File: config.mk
export PLATFORM = sky130hd
export DESIGN_NAME = coverage_span_alpha_blend
export DESIGN_NICKNAME = d
export VERILOG_FILES = /design/src/hw/rtl/csab_pkg.sv /design/src/hw/rtl/csab_mix.sv /design/src/hw/rtl/coverage_span_alpha_blend.sv
export SDC_FILE = /design/constraint.sdc
export NUM_CORES = 1
export LEC_CHECK = 0
export BUFFER_PORTS_ARGS = -buffer_cell sky130_fd_sc_hd__buf_2
export CAP_MARGIN = 20
export CORE_AREA = 2 2 172 259
export CTS_BUF_LIST = sky130_fd_sc_hd__clkbuf_8 sky130_fd_sc_hd__clkbuf_16
export CTS_CLUSTER_DIAMETER = 30
export DETAILED_ROUTE_END_ITERATION = 7
export DIE_AREA = 0 0 174 261
export PLACE_DENSITY = 0.75
export SLEW_MARGIN = 40
export SYNTH_ARGS = -nofsm -noshare
export SYNTH_HDL_FRONTEND = slang
export SYNTH_SLANG_ARGS = --single-unit
File: constraint.sdc
create_clock -name clk -period 9.65 [get_ports clk]
set_clock_uncertainty 0.05 [all_clocks]
set_input_delay 0.4825 -clock clk [delete_from_list [all_inputs] [get_ports clk]]
set_output_delay 0.4825 -clock clk [all_outputs]
set_load 0.005 [all_outputs]
File: src/hw/rtl/csab_pkg.sv
`timescale 1ns / 1ps

package csab_pkg;

	localparam int unsigned CH_W       = 8;
	localparam int unsigned COV_W      = 32;
	localparam int unsigned STEP_W     = 17;
	localparam int unsigned WGT_W      = 9;

	localparam logic [CH_W-1:0]   ALPHA_OPAQUE = 8'hff;
	localparam logic [16:0]       STEP_MUL     = 17'd66051;
	localparam logic [7:0]        STEP_RND     = 8'h80;
	localparam logic [15:0]       WGT_RND      = 16'h8000;
	localparam logic [7:0]        MIX_RND      = 8'h80;

	typedef enum logic [1:0] {
		REG_RED   = 2'd0,
		REG_GREEN = 2'd1,
		REG_BLUE  = 2'd2,
		REG_ALPHA = 2'd3
	} cfg_reg_t;

	function automatic logic [STEP_W-1:0] step_of(input logic [CH_W-1:0] a);
		logic [24:0] p;
		p = 25'(a) * 25'(STEP_MUL) + 25'(STEP_RND);
		return p[24:8];
	endfunction

endpackage

File: src/hw/rtl/csab_mix.sv
`timescale 1ns / 1ps

module csab_mix (
	input  logic [csab_pkg::CH_W-1:0]  dst,
	input  logic [csab_pkg::CH_W-1:0]  col,
	input  logic [csab_pkg::WGT_W-1:0] wgt,
	output logic [csab_pkg::CH_W-1:0]  res
);
	import csab_pkg::*;

	logic signed [9:0]  diff;
	logic signed [19:0] prod;
	logic signed [19:0] sum;
	logic signed [19:0] adj;

	// floor((diff * w + 0x80) / 256), arithmetic shift gives the floor
	always_comb begin
		diff = $signed({2'b00, col}) - $signed({2'b00, dst});
		prod = 20'(diff) * $signed({11'd0, wgt});
		sum  = prod + $signed(20'(MIX_RND));
		adj  = sum >>> 8;
		res  = dst + adj[CH_W-1:0];
	end

endmodule

File: src/hw/rtl/coverage_span_alpha_blend.sv
`timescale 1ns / 1ps
// Channel | Direction | Handshake          | Payload
// pixel   | in        | in_valid/in_stall   | dst_*, line_start, start_coverage, coverage_delta
// result  | out       | out_valid/out_stall | out_blue, out_green, out_red, out_alpha
// config  | in        | cfg_we              | cfg_index, cfg_data
//
// One pixel at a time, in order: accept, coverage read-modify-write of the coverage memory,
// weight multiply, channel blend into the output register; no new pixel is taken until it is done.
// The result is registered after the states S_COV, S_WGT and S_MIX.
// A stalled output holds the blend stage; the input stays stalled until it moves on.
// Reset clears control and the colour registers and sets alpha to opaque; the coverage
// entry reads as zero until first written.

module coverage_span_alpha_blend (
	input  logic                        clk,
	input  logic                        arst_n,
	input  logic                        cfg_we,
	input  logic [1:0]                  cfg_index,
	input  logic [csab_pkg::CH_W-1:0]   cfg_data,
	input  logic                        in_valid,
	output logic                        in_stall,
	input  logic [csab_pkg::CH_W-1:0]   dst_blue,
	input  logic [csab_pkg::CH_W-1:0]   dst_green,
	input  logic [csab_pkg::CH_W-1:0]   dst_red,
	input  logic [csab_pkg::CH_W-1:0]   dst_alpha,
	input  logic                        line_start,
	input  logic [csab_pkg::COV_W-1:0]  start_coverage,
	input  logic signed [csab_pkg::COV_W-1:0] coverage_delta,
	output logic                        out_valid,
	input  logic                        out_stall,
	output logic [csab_pkg::CH_W-1:0]   out_blue,
	output logic [csab_pkg::CH_W-1:0]   out_green,
	output logic [csab_pkg::CH_W-1:0]   out_red,
	output logic [csab_pkg::CH_W-1:0]   out_alpha
);
	import csab_pkg::*;

	typedef enum logic [1:0] {S_IDLE, S_COV, S_WGT, S_MIX} state_t;
	typedef enum logic [1:0] {M_KEEP, M_FULL, M_BLEND} mode_t;

	state_t state_q;
	mode_t  mode_q;
	mode_t  mode_d;

	logic [CH_W-1:0]   red_q, green_q, blue_q, alpha_q;
	logic [STEP_W-1:0] step_q;

	logic [CH_W-1:0]  db_q, dg_q, dr_q, da_q;
	logic             start_q;
	logic [COV_W-1:0] start_cov_q;
	logic [COV_W-1:0] delta_q;

	logic [COV_W-1:0] cov_mem [1];
	logic [COV_W-1:0] cov_rd_q;
	logic             cov_vld_q;
	logic [COV_W-1:0] cov_base;
	logic [COV_W-1:0] cov_sum;

	logic [CH_W-1:0]  c_q;
	logic [CH_W-1:0]  c_d;
	logic [WGT_W-1:0] w_q;
	logic [24:0]      wprod;

	logic [CH_W-1:0]  mix_b, mix_g, mix_r;
	logic [CH_W:0]    asum;
	logic             out_free;

	logic             out_valid_q;
	logic [CH_W-1:0]  ob_q, og_q, or_q, oa_q;

	assign in_stall  = (state_q != S_IDLE);
	assign out_valid = out_valid_q;
	assign out_blue  = ob_q;
	assign out_green = og_q;
	assign out_red   = or_q;
	assign out_alpha = oa_q;
	assign out_free  = !out_valid_q || !out_stall;

	always_ff @(posedge clk or negedge arst_n) begin
		if (!arst_n) begin
			red_q   <= '0;
			green_q <= '0;
			blue_q  <= '0;
			alpha_q <= ALPHA_OPAQUE;
			step_q  <= step_of(ALPHA_OPAQUE);
		end else if (cfg_we) begin
			unique case (cfg_reg_t'(cfg_index))
				REG_RED:   red_q   <= cfg_data;
				REG_GREEN: green_q <= cfg_data;
				REG_BLUE:  blue_q  <= cfg_data;
				REG_ALPHA: begin
					alpha_q <= cfg_data;
					step_q  <= step_of(cfg_data);
				end
				default: ;
			endcase
		end
	end

	// coverage store
	always_ff @(posedge clk) begin
		cov_rd_q <= cov_mem[0];
		if (state_q == S_COV) begin
			cov_mem[0] <= cov_sum;
		end
	end

	always_ff @(posedge clk or negedge arst_n) begin
		if (!arst_n) begin
			cov_vld_q <= 1'b0;
		end else if (state_q == S_COV) begin
			cov_vld_q <= 1'b1;
		end
	end

	always_comb begin
		cov_base = cov_vld_q ? cov_rd_q : '0;
		cov_sum  = (start_q ? start_cov_q : cov_base) + delta_q;
		c_d      = cov_sum[23:16];
		if (alpha_q == ALPHA_OPAQUE) begin
			if (cov_sum[31:16] == 16'd0) begin
				mode_d = M_KEEP;
			end else if (cov_sum[31:16] >= 16'(ALPHA_OPAQUE)) begin
				mode_d = M_FULL;
			end else begin
				mode_d = M_BLEND;
			end
		end else begin
			mode_d = (c_d == '0) ? M_KEEP : M_BLEND;
		end
		wprod = 25'(c_q) * 25'(step_q) + 25'(WGT_RND);
		asum  = {1'b0, da_q} + w_q;
	end

	csab_mix u_mix_b (.dst(db_q), .col(blue_q),  .wgt(w_q), .res(mix_b));
	csab_mix u_mix_g (.dst(dg_q), .col(green_q), .wgt(w_q), .res(mix_g));
	csab_mix u_mix_r (.dst(dr_q), .col(red_q),   .wgt(w_q), .res(mix_r));

	always_ff @(posedge clk or negedge arst_n) begin
		if (!arst_n) begin
			state_q     <= S_IDLE;
			out_valid_q <= 1'b0;
		end else begin
			if (state_q == S_MIX && out_free) begin
				out_valid_q <= 1'b1;
			end else if (out_valid_q && !out_stall) begin
				out_valid_q <= 1'b0;
			end
			unique case (state_q)
				S_IDLE: begin
					if (in_valid) begin
						db_q        <= dst_blue;
						dg_q        <= dst_green;
						dr_q        <= dst_red;
						da_q        <= dst_alpha;
						start_q     <= line_start;
						start_cov_q <= start_coverage;
						delta_q     <= coverage_delta;
						state_q     <= S_COV;
					end
				end
				S_COV: begin
					c_q     <= c_d;
					mode_q  <= mode_d;
					state_q <= S_WGT;
				end
				S_WGT: begin
					w_q     <= wprod[24:16];
					state_q <= S_MIX;
				end
				S_MIX: begin
					if (out_free) begin
						state_q <= S_IDLE;
						case (mode_q)
							M_FULL: begin
								ob_q <= blue_q;
								og_q <= green_q;
								or_q <= red_q;
								oa_q <= ALPHA_OPAQUE;
							end
							M_BLEND: begin
								ob_q <= mix_b;
								og_q <= mix_g;
								or_q <= mix_r;
								oa_q <= asum[CH_W] ? ALPHA_OPAQUE : asum[CH_W-1:0];
							end
							default: begin
								ob_q <= db_q;
								og_q <= dg_q;
								or_q <= dr_q;
								oa_q <= da_q;
							end
						endcase
					end
				end
				default: state_q <= S_IDLE;
			endcase
		end
	end

endmodule

==> out/qor.yml <==
placement:
  post_dp_cell_area_um2: 25700
  dpl_worst_slack_ps: 692
  io_buffers: 145
  place_congestion: 0.901
  dp.cells: 2993
  dpl.hpwl_um: 45200
critical_path:
  worstPathRequired_ps: 9920
  slowest_stage: "fa_1"
  setup.worst_path.class: "flip-flop to flip-flop"
  reg2reg_slack_ps: 740
  start_kind: "flip-flop"
  cp_max_fo: 9
  arrival_ps: 9190
  critPathBufInv: 2
  max_stage_delay_ps: 580
  endpoint_kind: "flip-flop"
  crit_family: "adder cells"
  critPathMostFrequentCell: "fa_1"
clocking:
  ctsResizeCount: 0
  clock_latency_ps: 590
  cts_tree: "yes"
  cts_made_buffers: 30
  htree_levels: 1
  root_buffer: "clkbuf_16"
  clkSinkCount: 265
  clk_path_buf_depth: 3
  cts_setup_buffers: 0
  path_clk_slew_ps: 70
  postCtsHoldBufs: 50
route:
  drt-total-wl_um: 58700
  via_count: 17600
  top_layer: "met4"
  viasPerCell: 5.67
  first_pass_iters: 5
  drc: 0
  wl_per_cell_um: 18.9
  wl_met2_um: 31700
  drt_iter0_drc: 917
  wl_met3_um: 2340
  met1Wirelength_um: 21900
  ant_nets: 0
floorplanning:
  dieWidth_um: 174
  initial_core_util_pct: 56.2
  coreArea_um2: 43300
  design.die.area_um2: 45400
  die_h_um: 261
  ioPinCount: 146
  rows: 94
synthesis:
  syn_nets: 2942
  synth_edf_count: 180
  syn_avg_cell_area_um2: 10.5
  synth_compound_area_share_pct: 9.46
  async_flop_share_pct: 20.0
  synth.yosys.seq_area_share_pct: 30.4
  synthMuxAreaShare_pct: 1.29
  syn-cell-area_um2: 24300
  synth-simple-area-share_pct: 14.3
  yosys_register_bits: 265
  synth_top_family_by_area: "adder cells"
  synth_cells: 2312
  synth_cell_types: 79
  synthAdderAreaFrac_pct: 34.3
  synth_xor_area_share_pct: 4.35
  ys.flop_type: "edfxtp_1"
  synth-warning-count: 0
cells_and_area:
  area_growth_pct: 12.4
  fin_cells: 3102
  layout_commonest_cell: "inv_1"
  drive_gt1_share_pct: 11.8
  stdcell_area_um2: 27300
  nets: 3129
  layout_common_cells: "318 x inv_1, 268 x ha_1, 248 x fa_1, 200 x and2_1, 185 x nand2_1"
sta:
  maxSlewViolCount: 0
  slew_headroom_pct: 41.4
  min_period_ps: 8910
  setup_viol: 0
  tightestPinTransition_ps: 858
  fin_tns_setup_ps: 0
  fmax_ghz: 0.112
  hold_viol: 0
  setup_ws_ps: 736
  rsz0062_at_grt: "no"
  fin_crit_sh_pct: 92.4
flow_run:
  max_cap_viol_count: 0
global_route:
  antenna_found_initial: 1
  first_global_vias: 19300
  gr-total-overflow: 0
  grt_usage_pct: 26.2
  grt_max_degree: 58
  grt_pass1_wl_um: 95100
run_status:
  status: "completed"
hold_path:
  min_path_type: "input pin to async pin"
-- synth_stat cells (all sizes together), types with 4 or more instances --
| library cell | instances | area (um^2) |
|---|---|---|
| a21oi | 79 | 403 |
| and2 | 200 | 1250 |
| a22o | 31 | 272 |
| dfstp | 11 | 289 |
| nor4 | 4 | 25.0 |
| nand2b | 45 | 282 |
| clkbuf | 60 | 225 |
| o211ai | 6 | 55.1 |
| xnor2 | 82 | 718 |
| o21ai | 89 | 445 |
| o21a | 9 | 67.6 |
| buf | 6 | 27.5 |
| o41ai | 6 | 60.1 |
| xor2 | 31 | 272 |
| a221o | 4 | 40.0 |
| or3 | 9 | 56.3 |
| nor2 | 89 | 334 |
| and3 | 15 | 93.8 |
| o31a | 4 | 35.0 |
| fa | 248 | 4960 |
| a211oi | 5 | 47.5 |
| a21boi | 10 | 75.1 |
| mux2 | 26 | 293 |
| edfxtp | 180 | 5410 |
| or2 | 9 | 56.3 |
| a31o | 5 | 43.8 |
| dfrtp | 42 | 1050 |
| a31oi | 7 | 43.8 |
| a22oi | 4 | 30.0 |
| a21o | 18 | 136 |
| and4 | 10 | 87.6 |
| dfxtp | 32 | 641 |
| nor2b | 33 | 206 |
| o221a | 9 | 101 |
| inv | 316 | 1190 |
| ha | 270 | 3380 |
| o21bai | 7 | 52.6 |
| a221oi | 19 | 173 |
| nor3 | 29 | 145 |
| nand3 | 17 | 85.1 |
| nand4 | 10 | 62.6 |
| nand2 | 185 | 694 |
-- state kept, by name (all words and copies together), names as in the netlist, 9 cells and up --
signal / flops
cov_rd_q: 32
start_cov_q: 32
delta_q: 32
step_q: 17
w_q: 9
cov_mem: 32
-- cell families (layout without fill, tap and decap cells) --
group,Yosys count,count (layout)
flops,265,265
simple gates,668,668
compound gates,335,335
fa+ha+maj,518,518
buf+inv,382,593
xor+xnor,116,116
other cells,0,3
mux,28,28
-- worst paths after layout --
kind	end	start	cells past startpoint
setup / recovery	out_red[7]$_DFFE_PP_	dr_q[0]$_DFFE_PP_	29
setup reg to reg	out_red[7]$_DFFE_PP_	dr_q[0]$_DFFE_PP_	29
max in group asynchronous	green_q[6]$_DFFE_PN0P_	arst_n	2
hold reg to reg	cov_rd_q[2]$_DFF_P_	cov_mem[0][2]$_DFFE_PN_	0
hold / removal	out_valid$_DFFE_PN0P_	arst_n	2
min in group clk	delta_q[10]$_DFFE_PP_	coverage_delta[10]	1
-- layout make-up --
type                       instances  area (um^2)
multi-input combinational       1665        15600
clock inverter                    25          300
fill                            3529        15900
inverter                         316         1190
sequential                       265         7390
clock buffer                      31          764
tap                              576          721
timing repair buffer             221         1420
antenna                            3         7.51
-- through the flow --
step	hold slack, ps	util [%]
global route	2.69	63.2
CTS	0.122	63.1
detailed placement	277	59.5
global placement	274	59.5
finish	5.96	63.2
floorplan	137	-
-- per-layer routing --
metal | up-vias | GRT usage (%)
met2 | 478 | 50.0
met1 | 8821 | 29.4
met3 | 160 | 2.58
met5 | - | 0
met4 | 0 | 12.3
li1 | 8130 | -
Power is left out: the tool's default activity adds up to more than one toggle a clock period on the data nets, which glitch-free logic cannot reach.
